--- config.mk ---
export PLATFORM = sky130hd
export DESIGN_NAME = lcd_nibble_write_sequencer_unit
export DESIGN_NICKNAME = d
export VERILOG_FILES = /design/src/rtl/lnws_pkg.sv /design/src/rtl/lnws_front.sv /design/src/rtl/lnws_back.sv /design/src/rtl/lcd_nibble_write_sequencer_unit.sv
export SDC_FILE = /design/constraint.sdc
export NUM_CORES = 1
export LEC_CHECK = 0
export BUFFER_PORTS_ARGS = -buffer_cell sky130_fd_sc_hd__buf_2
export CAP_MARGIN = 20
export CORE_AREA = 5 5 118 232
export CTS_CLUSTER_SIZE = 40
export DETAILED_ROUTE_END_ITERATION = 12
export DIE_AREA = 0 0 123 237
export PLACE_DENSITY_LB_ADDON = 0.3
export SLEW_MARGIN = 25
export SYNTH_ARGS = -nofsm -noshare
export SYNTH_HDL_FRONTEND = slang
export SYNTH_HIERARCHICAL = 1
export SYNTH_SLANG_ARGS = --single-unit
--- constraint.sdc ---
create_clock -name clk -period 3 [get_ports clk]
set_clock_uncertainty 0.15 [all_clocks]
set_input_delay 0.6 -clock clk [delete_from_list [all_inputs] [get_ports clk]]
set_output_delay 0.6 -clock clk [all_outputs]
set_load 0.02 [all_outputs]
--- src/rtl/lnws_pkg.sv ---
`default_nettype none

package lnws_pkg;

	// Default depth of the address/data pair queue.
	localparam int unsigned QUEUE_PAIRS_DEF = 16;

	// Display address layout: set-address command bit, row bit, gap bit, column bits.
	localparam logic [7:0] PREV_ADDR_RESET = 8'hFF;
	localparam logic       ADDR_CMD_BIT    = 1'b1;
	localparam logic       ADDR_GAP_BIT    = 1'b0;

	// Action codes of an input request.
	localparam logic ACT_TICK  = 1'b0;
	localparam logic ACT_WRITE = 1'b1;

	// Register select levels.
	localparam logic RS_CMD  = 1'b0;
	localparam logic RS_DATA = 1'b1;

	// Strobe sequence steps. Odd steps raise enable with a nibble, the even _END steps drop it.
	typedef enum logic [3:0] {
		SEQ_IDLE        = 4'd0,
		SEQ_ADDR_HI     = 4'd1,
		SEQ_ADDR_HI_END = 4'd2,
		SEQ_ADDR_LO     = 4'd3,
		SEQ_ADDR_LO_END = 4'd4,
		SEQ_DATA_HI     = 4'd5,
		SEQ_DATA_HI_END = 4'd6,
		SEQ_DATA_LO     = 4'd7,
		SEQ_DATA_LO_END = 4'd8
	} seq_step_t;

	// A classified request as it travels from the front to the back.
	typedef struct packed {
		logic       is_write;
		logic [7:0] addr;
		logic [7:0] code;
	} lnws_req_t;

endpackage

`default_nettype wire

--- src/rtl/lnws_front.sv ---
`default_nettype none

module lnws_front (
	input  wire logic              clk,
	input  wire logic              arst_n,
	input  wire logic              item_valid,
	output logic                   item_ready,
	input  wire logic              action,
	input  wire logic              row,
	input  wire logic [4:0]        column,
	input  wire logic [7:0]        char_code,
	output logic                   req_valid,
	input  wire logic              req_ready,
	output lnws_pkg::lnws_req_t    req
);
	import lnws_pkg::*;

	lnws_req_t  entry_q [2];
	logic       wr_ptr_q;
	logic       rd_ptr_q;
	logic [1:0] cnt_q;
	logic       push;
	logic       pop;
	lnws_req_t  cls;

	// Classify the incoming request and build the display address.
	always_comb begin
		cls.is_write = (action == ACT_WRITE);
		cls.addr     = {ADDR_CMD_BIT, row, ADDR_GAP_BIT, column};
		cls.code     = char_code;
	end

	assign item_ready = (cnt_q != 2'd2);
	assign push       = item_valid && item_ready;
	assign req_valid  = (cnt_q != 2'd0);
	assign pop        = req_valid && req_ready;
	assign req        = entry_q[rd_ptr_q];

	// Two-entry queue pointers and fill count.
	always_ff @(posedge clk or negedge arst_n) begin
		if (!arst_n) begin
			wr_ptr_q <= 1'b0;
			rd_ptr_q <= 1'b0;
			cnt_q    <= 2'd0;
		end else begin
			if (push) begin
				wr_ptr_q <= ~wr_ptr_q;
			end
			if (pop) begin
				rd_ptr_q <= ~rd_ptr_q;
			end
			if (push && !pop) begin
				cnt_q <= cnt_q + 2'd1;
			end else if (pop && !push) begin
				cnt_q <= cnt_q - 2'd1;
			end
		end
	end

	// Queue payload storage.
	always_ff @(posedge clk) begin
		if (push) begin
			entry_q[wr_ptr_q] <= cls;
		end
	end

endmodule

`default_nettype wire

--- src/rtl/lnws_back.sv ---
`default_nettype none

module lnws_back #(
	parameter int unsigned QUEUE_PAIRS = lnws_pkg::QUEUE_PAIRS_DEF
) (
	input  wire logic              clk,
	input  wire logic              arst_n,
	input  wire logic              req_valid,
	output logic                   req_ready,
	input  wire lnws_pkg::lnws_req_t req,
	output logic                   result_valid,
	input  wire logic              result_ready,
	output logic [3:0]             lcd_nibble,
	output logic                   reg_select,
	output logic                   enable,
	output logic                   busy_res,
	output logic                   write_rejected
);
	import lnws_pkg::*;

	localparam int unsigned PTR_W = $clog2(QUEUE_PAIRS);
	localparam int unsigned CNT_W = $clog2(QUEUE_PAIRS + 1);

	// Pair memory and the prefetched entry behind the head.
	logic [15:0]      pair_mem [QUEUE_PAIRS];
	logic [15:0]      next_pair_q;
	logic [15:0]      head_pair_q;

	seq_step_t        step_q,      step_d;
	logic [7:0]       prev_addr_q, prev_addr_d;
	logic [PTR_W-1:0] head_q,      head_d;
	logic [PTR_W-1:0] tail_q,      tail_d;
	logic [CNT_W-1:0] count_q,     count_d;
	logic [3:0]       nibble_q,    nibble_d;
	logic             rs_q,        rs_d;
	logic             en_q,        en_d;
	logic             busy_q,      busy_d;
	logic [15:0]      head_pair_d;
	logic             rejected_d;

	logic             go;
	logic             mem_we;
	logic [15:0]      mem_wdata;
	logic [PTR_W-1:0] rd_addr;
	logic [7:0]       head_addr;
	logic [7:0]       head_data;

	function automatic logic [PTR_W-1:0] ptr_inc(input logic [PTR_W-1:0] p);
		logic [PTR_W-1:0] r;
		if (p == PTR_W'(QUEUE_PAIRS - 1)) begin
			r = '0;
		end else begin
			r = p + PTR_W'(1);
		end
		return r;
	endfunction

	// A request is carried out when the result register is free or being drained.
	assign req_ready = !result_valid || result_ready;
	assign go        = req_valid && req_ready;
	assign rd_addr   = ptr_inc(head_q);
	assign head_addr = head_pair_q[15:8];
	assign head_data = head_pair_q[7:0];
	assign mem_wdata = {req.addr, req.code};

	// Next state of the queue and the strobe sequencer for one request.
	always_comb begin
		step_d      = step_q;
		prev_addr_d = prev_addr_q;
		head_d      = head_q;
		tail_d      = tail_q;
		count_d     = count_q;
		nibble_d    = nibble_q;
		rs_d        = rs_q;
		en_d        = en_q;
		busy_d      = busy_q;
		head_pair_d = head_pair_q;
		rejected_d  = 1'b0;
		mem_we      = 1'b0;
		if (go && req.is_write) begin
			if (count_q == CNT_W'(QUEUE_PAIRS)) begin
				rejected_d = 1'b1;
			end else begin
				mem_we  = 1'b1;
				tail_d  = ptr_inc(tail_q);
				count_d = count_q + CNT_W'(1);
				busy_d  = 1'b1;
				if (count_q == '0) begin
					head_pair_d = mem_wdata;
				end
			end
		end else if (go) begin
			unique case (step_q)
				SEQ_IDLE: begin
					if (count_q != '0) begin
						step_d      = (head_addr == prev_addr_q + 8'd1) ? SEQ_DATA_HI : SEQ_ADDR_HI;
						prev_addr_d = head_addr;
					end
				end
				SEQ_ADDR_HI: begin
					rs_d     = RS_CMD;
					nibble_d = head_addr[7:4];
					en_d     = 1'b1;
					step_d   = SEQ_ADDR_HI_END;
				end
				SEQ_ADDR_LO: begin
					rs_d     = RS_CMD;
					nibble_d = head_addr[3:0];
					en_d     = 1'b1;
					step_d   = SEQ_ADDR_LO_END;
				end
				SEQ_DATA_HI: begin
					rs_d     = RS_DATA;
					nibble_d = head_data[7:4];
					en_d     = 1'b1;
					step_d   = SEQ_DATA_HI_END;
				end
				SEQ_DATA_LO: begin
					rs_d     = RS_DATA;
					nibble_d = head_data[3:0];
					en_d     = 1'b1;
					step_d   = SEQ_DATA_LO_END;
				end
				SEQ_ADDR_HI_END: begin
					en_d   = 1'b0;
					step_d = SEQ_ADDR_LO;
				end
				SEQ_ADDR_LO_END: begin
					en_d   = 1'b0;
					step_d = SEQ_DATA_HI;
				end
				SEQ_DATA_HI_END: begin
					en_d   = 1'b0;
					step_d = SEQ_DATA_LO;
				end
				SEQ_DATA_LO_END: begin
					en_d = 1'b0;
					rs_d = RS_DATA;
					if (count_q != '0) begin
						count_d     = count_q - CNT_W'(1);
						head_d      = ptr_inc(head_q);
						head_pair_d = next_pair_q;
					end
					if (count_q <= CNT_W'(1)) begin
						busy_d = 1'b0;
					end
					step_d = SEQ_IDLE;
				end
				default: begin
					step_d = SEQ_IDLE;
				end
			endcase
		end
	end

	// Control state.
	always_ff @(posedge clk or negedge arst_n) begin
		if (!arst_n) begin
			step_q       <= SEQ_IDLE;
			prev_addr_q  <= PREV_ADDR_RESET;
			head_q       <= '0;
			tail_q       <= '0;
			count_q      <= '0;
			nibble_q     <= 4'd0;
			rs_q         <= 1'b0;
			en_q         <= 1'b0;
			busy_q       <= 1'b0;
			result_valid <= 1'b0;
		end else begin
			step_q      <= step_d;
			prev_addr_q <= prev_addr_d;
			head_q      <= head_d;
			tail_q      <= tail_d;
			count_q     <= count_d;
			nibble_q    <= nibble_d;
			rs_q        <= rs_d;
			en_q        <= en_d;
			busy_q      <= busy_d;
			if (go) begin
				result_valid <= 1'b1;
			end else if (result_ready) begin
				result_valid <= 1'b0;
			end
		end
	end

	// Result register payload.
	always_ff @(posedge clk) begin
		head_pair_q <= head_pair_d;
		if (go) begin
			lcd_nibble     <= nibble_d;
			reg_select     <= rs_d;
			enable         <= en_d;
			busy_res       <= busy_d;
			write_rejected <= rejected_d;
		end
	end

	// Pair memory: write at the tail, read the entry behind the head with write bypass.
	always_ff @(posedge clk) begin
		if (mem_we) begin
			pair_mem[tail_q] <= mem_wdata;
		end
		if (mem_we && (tail_q == rd_addr)) begin
			next_pair_q <= mem_wdata;
		end else begin
			next_pair_q <= pair_mem[rd_addr];
		end
	end

endmodule

`default_nettype wire

--- src/rtl/lcd_nibble_write_sequencer_unit.sv ---
`default_nettype none

// Character LCD writer for the 4-bit interface. Each request is either a write
// (row, column, character code), which queues an address/data pair in a memory
// of QUEUE_PAIRS entries, or a tick, which moves the enable-strobe sequence one
// step and drives the nibble, register select and enable lines. Every request
// produces exactly one result carrying the line levels after it, the busy flag
// and a reject flag for writes dropped because the queue is full. The block
// takes one request per clock cycle while the result register is free or being
// drained; a request passes a two-entry front queue and then the state update
// in the back end, whose sequencer and queue update set that rate. The result
// is held in the result register until it is taken.
// No clearing pass runs after reset.
module lcd_nibble_write_sequencer_unit #(
	parameter int unsigned QUEUE_PAIRS = lnws_pkg::QUEUE_PAIRS_DEF
) (
	input  wire logic       clk,
	input  wire logic       arst_n,
	input  wire logic       item_valid,
	output logic            item_ready,
	input  wire logic       action,
	input  wire logic       row,
	input  wire logic [4:0] column,
	input  wire logic [7:0] char_code,
	output logic            result_valid,
	input  wire logic       result_ready,
	output logic [3:0]      lcd_nibble,
	output logic            reg_select,
	output logic            enable,
	output logic            busy_res,
	output logic            write_rejected
);
	import lnws_pkg::*;

	logic      req_valid;
	logic      req_ready;
	lnws_req_t req;

	// Front end: accept and classify requests.
	lnws_front u_front (
		.clk        (clk),
		.arst_n     (arst_n),
		.item_valid (item_valid),
		.item_ready (item_ready),
		.action     (action),
		.row        (row),
		.column     (column),
		.char_code  (char_code),
		.req_valid  (req_valid),
		.req_ready  (req_ready),
		.req        (req)
	);

	// Back end: pair queue, strobe sequencer and result register.
	lnws_back #(
		.QUEUE_PAIRS (QUEUE_PAIRS)
	) u_back (
		.clk            (clk),
		.arst_n         (arst_n),
		.req_valid      (req_valid),
		.req_ready      (req_ready),
		.req            (req),
		.result_valid   (result_valid),
		.result_ready   (result_ready),
		.lcd_nibble     (lcd_nibble),
		.reg_select     (reg_select),
		.enable         (enable),
		.busy_res       (busy_res),
		.write_rejected (write_rejected)
	);

endmodule

`default_nettype wire
==> flow_metrics.env, run 1 <==
export IMPL_status="complete, no violations"
export IMPL_period_needed_ns=2.49
export IMPL_gp_congestion=0.874
export IMPL_cts_root_buf="clkbuf_16"
export IMPL_drt_iter0_drc=682
export IMPL_antenna_left=0
export IMPL_holdBufCountCts=0
export IMPL_power_density_nw_per_um2=873
export IMPL_maxSlewHeadroom=0.424
export IMPL_core_sq_um=25400
export IMPL_setup_viol=0
export IMPL_synth_xor_area_frac=0.0146
export IMPL_cp_arrival_ns=2.58
export IMPL_die_w_um=123
export IMPL_yosysWarnings=6
export IMPL_placed_area_sq_um=14900
export IMPL_rsz0062_at_grt="false"
export IMPL_first_pass_iters=5
export IMPL_avgSynthCellArea_sq_um=18.5
export IMPL_r2r_start="u_back/count_q[1]"
export IMPL_final_area_sq_um=16000
export IMPL_synthTopCellsByCount="edfxtp_1, mux4_2, nand2_1"
export IMPL_synthMostInstantiatedCell="edfxtp_1"
export IMPL_area_growth_pct=11.7
export IMPL_finalHoldViolations=0
export IMPL_p_leak_nw=5.47
export IMPL_fin_crit_sh=0.831
export IMPL_synth_edf_count=310
export IMPL_max_freq_mhz=401
export IMPL_fillers=1746
export IMPL_start_util=0.561
export IMPL_cp_endpoint="u_back/pair_mem[0][9]"
export IMPL_synthMuxAreaShare=0.149
export IMPL_synth_area_top_cells="edfxtp_1, mux4_2, dfrtp_1"
export IMPL_cts_tree="done"
export IMPL_critPathLaunchType="flip-flop"
export IMPL_cts_buffer_depth=3
export IMPL_synth_ff_type="edfxtp_1"
export IMPL_clkSinkCount=351
export IMPL_r2r_cells=7
export IMPL_synth_cells=770
export IMPL_pin_count=29
export IMPL_viasPerCell=5.94
export IMPL_vdd_drop_max_uv=929
export IMPL_dp_hpwl_mm=19.2
export IMPL_htreeDepth=1
export IMPL_wl_mm=29.5
export IMPL_endpoint_kind="flip-flop"
export IMPL_synth_top_family_by_area="multiplexers"
export IMPL_drive_gt1_frac=0.266
export IMPL_holdCritPathClass="input pin to async pin"
export IMPL_path_max_fanout=16
export IMPL_ys_ff_latch=351
export IMPL_synth_distinct_cells=63
export IMPL_grt_pass1_vias=7363
export IMPL_numCtsBuffers=30
export IMPL_std_cell_rows=83
export IMPL_grt_start_max_net_pins=38
export IMPL_worstSetupPathType="flip-flop to flip-flop"
export IMPL_drv_cap=0
export IMPL_synth_fa_ha_area_frac=0.00964
export IMPL_r2r_end="u_back/pair_mem[0][9]"
export IMPL_synthSimpleGateAreaFrac=0.0513
export IMPL_synthArstFlopShare=0.105
export IMPL_grt_ovfl_total=0
export IMPL_ctsResizeCount=0
export IMPL_port_buffers=28
export IMPL_tns_ns=0
export IMPL_synth_area_leader_cell="edfxtp_1"
export IMPL_wl_per_cell_um=24.8
export IMPL_worstSetupStartpoint="u_back/count_q[1]"
export IMPL_synth_top_area_share=0.652
export IMPL_clk_latency_ns=0.56
export IMPL_syn_num_nets=800
export IMPL_dieArea_sq_um=29200
export IMPL_critPathRequiredTime_ns=3.09
export IMPL_r2r_slack_ns=0.51
export IMPL_die_h_um=237
export IMPL_diodes=0
export IMPL_syn_cell_area_sq_um=14300
export IMPL_antenna_found_initial=1
export IMPL_seq_area_frac_synth=0.723
export IMPL_postCtsSetupRepairBufs=0
export IMPL_grt_usage=0.209
export IMPL_synth_compound_area_frac=0.0316
export IMPL_maxSlewViolCount=0
export IMPL_via_count=7062
export IMPL_grt_first_pass_wirelength_mm=44.5
export IMPL_drc=0
export IMPL_path_clk_slew_ns=0.07
export IMPL_final_nets=855
export IMPL_worst_pin_slew_ns=0.864
per-stage QoR:
stage	utilization	cells	total power, mW	setup slack (ns)	hold WS (ns)
after floorplan	-	770	8.91	0.226	0.154
after detailed placement	0.586	1133	9.98	0.361	0.333
final	0.627	1189	13.9	0.506	0.00208
after global placement	0.586	1133	9.88	0.408	0.318
after CTS	0.627	1189	14.0	0.517	0.00770
after global routing	0.627	1189	14.5	0.377	0.0551
layer usage:
metal / routed length (um) / GRT usage / up-vias
met1: 11100 / 0.265 / 3592
met2: 15400 / 0.353 / 257
li1: - / - / 3153
met4: 1360 / 0.0931 / 2
met3: 1630 / 0.0311 / 58
met5: 16 / 0 / -
worst max-delay path, stage by stage (launching register included):
cell and delay [ns]:
dfrtp_1 0.46, inv_1 0.13, ha_1 0.22, nand4bb_1 0.14, and4_1 0.43, nand2_1 0.22, nor3_2 0.15, buf_4 0.29
cell type report:
cell class / instances / area (sq um) / area share
Multi-Input combinational cell: 370 / 3690 / 0.231
Clock buffer: 34 / 787 / 0.0493
Tap cell: 340 / 425 / 0.0267
Clock inverter: 22 / 258 / 0.0162
Timing Repair Buffer: 60 / 418 / 0.0262
Sequential cell: 351 / 10300 / 0.648
Inverter: 12 / 45.0 / 0.00282
cells by family (layout without fill, tap and decap cells):
logic type                 Yosys count  after routing
adders and majority gates           11             11
DFF                                351            351
xor gates and xnor gates            23             23
and+or+nand+nor                    139            139
muxes                              127            127
buffers and inverters               49            128
other                                2              2
AOI/OAI and AO/OA                   68             68
state kept, by name, indices dropped and copies added (netlist names), 2 cells and up, named ones only:
register and flops:
u_back/pair_mem 256, u_front/entry_q 30, u_back/head_pair_q 16, u_back/prev_addr_q 8, u_back/count_q 5, u_back/head_q 4, u_back/lcd_nibble 4, u_back/nibble_q 4
u_back/step_q 4, u_back/tail_q 4, u_front/cnt_q 2
placed cells by master, fill, tap and decap left out, types with 16 or more instances in the layout:
cell	netlist	final
dfrtp_1	29	29
clkbuf_16	0	31
edfxtp_1	310	310
nand3_1	22	22
o21ai_0	17	16
buf_4	6	29
nor2_1	35	32
nand2_1	36	36
mux2i_1	29	29
mux4_2	51	51
buf_2	13	28
mux2_2	30	30
power breakdown:
| part | switching [mW] | internal, mW | total [mW] |
|---|---|---|---|
| sequential | 0.430 | 6.38 | 6.81 |
| combinational | 1.95 | 1.11 | 3.07 |
| clock | 1.71 | 2.33 | 4.04 |
| total | 4.10 | 9.83 | 13.9 |
worst min path at each step:
stage | end | slack (ns)
after floorplan | u_back/busy_q | 0.15
after global placement | u_back/nibble_q[0] | 0.32
after global routing | u_front/entry_q[1][2] | 0.06
after detailed placement | u_back/nibble_q[0] | 0.33
final | u_back/nibble_q[0] | 0.002
after CTS | u_back/count_q[0] | 0.008
No activity file was read; power rests on OpenSTA's default activity.
==> run 2, diff against run 1 <==
clock period = 2.25 ns   (was 3 ns; I/O delays follow)
==> flow_metrics.env, run 2 (same netlist as run 1, synthesis figures left out) <==
export IMPL_p_leak_nw=5.83
export IMPL_grt_first_pass_wirelength_mm=44.6
export IMPL_final_area_sq_um=16800
export IMPL_holdCritPathClass="input pin to flip-flop"
export IMPL_fin_crit_sh=0.996
export IMPL_layout_common_cells="edfxtp_1, mux4_2, buf_4"
export IMPL_cp_arrival_ns=2.38
export IMPL_via_count=7342
export IMPL_placed_area_sq_um=15600
export IMPL_r2r_cells=5
export IMPL_clk_latency_ns=0.57
export IMPL_diodes=0
export IMPL_cts_buffer_depth=3
export IMPL_worst_pin_slew_ns=0.618
export IMPL_grt_pass1_vias=7385
export IMPL_largest_registers="u_back/pair_mem (256), u_front/entry_q (30), u_back/head_pair_q (16)"
export IMPL_cts_root_buf="clkbuf_16"
export IMPL_holdWs_ns=0.0504
export IMPL_std_cell_rows=83
export IMPL_rsz0062_at_grt="true"
export IMPL_max_freq_mhz=446
export IMPL_drive_gt1_frac=0.319
export IMPL_p_seq_frac=0.468
export IMPL_endpoint_kind="flip-flop"
export IMPL_power_density_nw_per_um2=1140
export IMPL_status="complete, no violations"
export IMPL_critPathLaunchType="flip-flop"
export IMPL_setup_viol=0
export IMPL_maxSlewHeadroom=0.586
export IMPL_dieArea_sq_um=29200
export IMPL_power_mw=19.1
export IMPL_numCtsBuffers=30
export IMPL_cts_tree="done"
export IMPL_pin_count=29
export IMPL_tns_ns=0
export IMPL_maxSlewViolCount=0
export IMPL_grt_start_max_net_pins=38
export IMPL_top_register="u_back/pair_mem"
export IMPL_finalHoldViolations=0
export IMPL_netSwitchingPower_mw=5.66
export IMPL_largest_register_ffs=256
export IMPL_antenna_found_initial=0
export IMPL_drv_cap=0
export IMPL_critPathRequiredTime_ns=2.39
export IMPL_final_nets=909
export IMPL_mostFrequentLayoutCell="edfxtp_1"
export IMPL_gp_congestion=0.888
export IMPL_r2r_slack_ns=0.009
export IMPL_first_pass_iters=5
export IMPL_worstSetupPathType="flip-flop to flip-flop"
export IMPL_whs_path_depth=3
export IMPL_start_util=0.561
export IMPL_die_w_um=123
export IMPL_dp_hpwl_mm=19.4
export IMPL_antenna_left=0
export IMPL_switching_share=0.297
export IMPL_drt_iter0_drc=678
export IMPL_path_max_fanout=13
export IMPL_period_needed_ns=2.24
export IMPL_grt_usage=0.208
export IMPL_die_h_um=237
export IMPL_path_clk_slew_ns=0.07
export IMPL_core_sq_um=25400
export IMPL_power_frac_clock=0.273
export IMPL_grt_ovfl_total=0
export IMPL_wl_per_cell_um=23.8
export IMPL_port_buffers=28
export IMPL_vdd_drop_max_uv=1100
export IMPL_area_growth_pct=17.7
export IMPL_fin_cells=1243
export IMPL_pwr_share_comb=0.260
export IMPL_viasPerCell=5.91
export IMPL_clkSinkCount=351
export IMPL_internal_power_mw=13.4
export IMPL_htreeDepth=1
export IMPL_place_inst=1167
export IMPL_drc=0
export IMPL_wl_mm=29.6
==> run 2: area by class of cell <==
type / instances / area (sq um)
Inverter: 12 / 45.0
Timing Repair Buffer: 113 / 1130
Clock inverter: 21 / 215
Tap cell: 340 / 425
Fill cell: 1656 / 8630
Sequential cell: 351 / 10300
Multi-Input combinational cell: 371 / 3870
Clock buffer: 35 / 791
==> run 2: timing repair <==
item	in CTS	in global routing
hold endpoints to repair	59	0
gates cloned	0	1
buffers inserted	2	1
gates resized for setup	2	9
hold buffers	16	0
setup endpoints to repair	210	60
pin swaps	1	2
==> run 2: path summary, 6_finish.rpt <==
kind,startpoint,to
max,flip-flop,u_back/head_pair_q[4]
min,item_valid,u_front/wr_ptr_q
max reg2reg,flip-flop,u_back/head_pair_q[4]
min reg2reg,u_back/nibble_q[2],u_back/nibble_q[2]
max in group asynchronous,arst_n,u_back/prev_addr_q[2]
min in group asynchronous,arst_n,u_back/tail_q[1]
==> run 2: stage by stage <==
stage	setup WS (ns)	util
after global routing	-0.0113	0.661
after detailed placement	-0.210	0.612
after global placement	-0.179	0.612
after CTS	0.00499	0.659
after floorplan	-0.0822	-
final	0.00869	0.661
==> run 2: critical path: stages, from the launching register on <==
cell	delay [ns]
dfxtp_4	0.43
buf_12	0.18
mux4_1	0.59
mux2_2	0.33
nand3_1	0.15
o211ai_1	0.12
==> run 2: power by group through the flow <==
stage,Clock (mW),Combinational (mW),Sequential (mW)
detailed placement,0,4.82,9.06
floorplan,0,3.05,9.00
finish,5.21,4.96,8.93
global placement,0,4.68,9.01
global route,5.59,5.29,9.01
CTS,5.30,4.90,8.93
==> run 2: layer usage <==
metal	vias up	GRT usage	routed length [um]
met3	49	0.0191	1240
met2	234	0.343	15400
met4	0	0.0961	1320
met5	-	0	0
met1	3784	0.280	11700
li1	3275	-	-
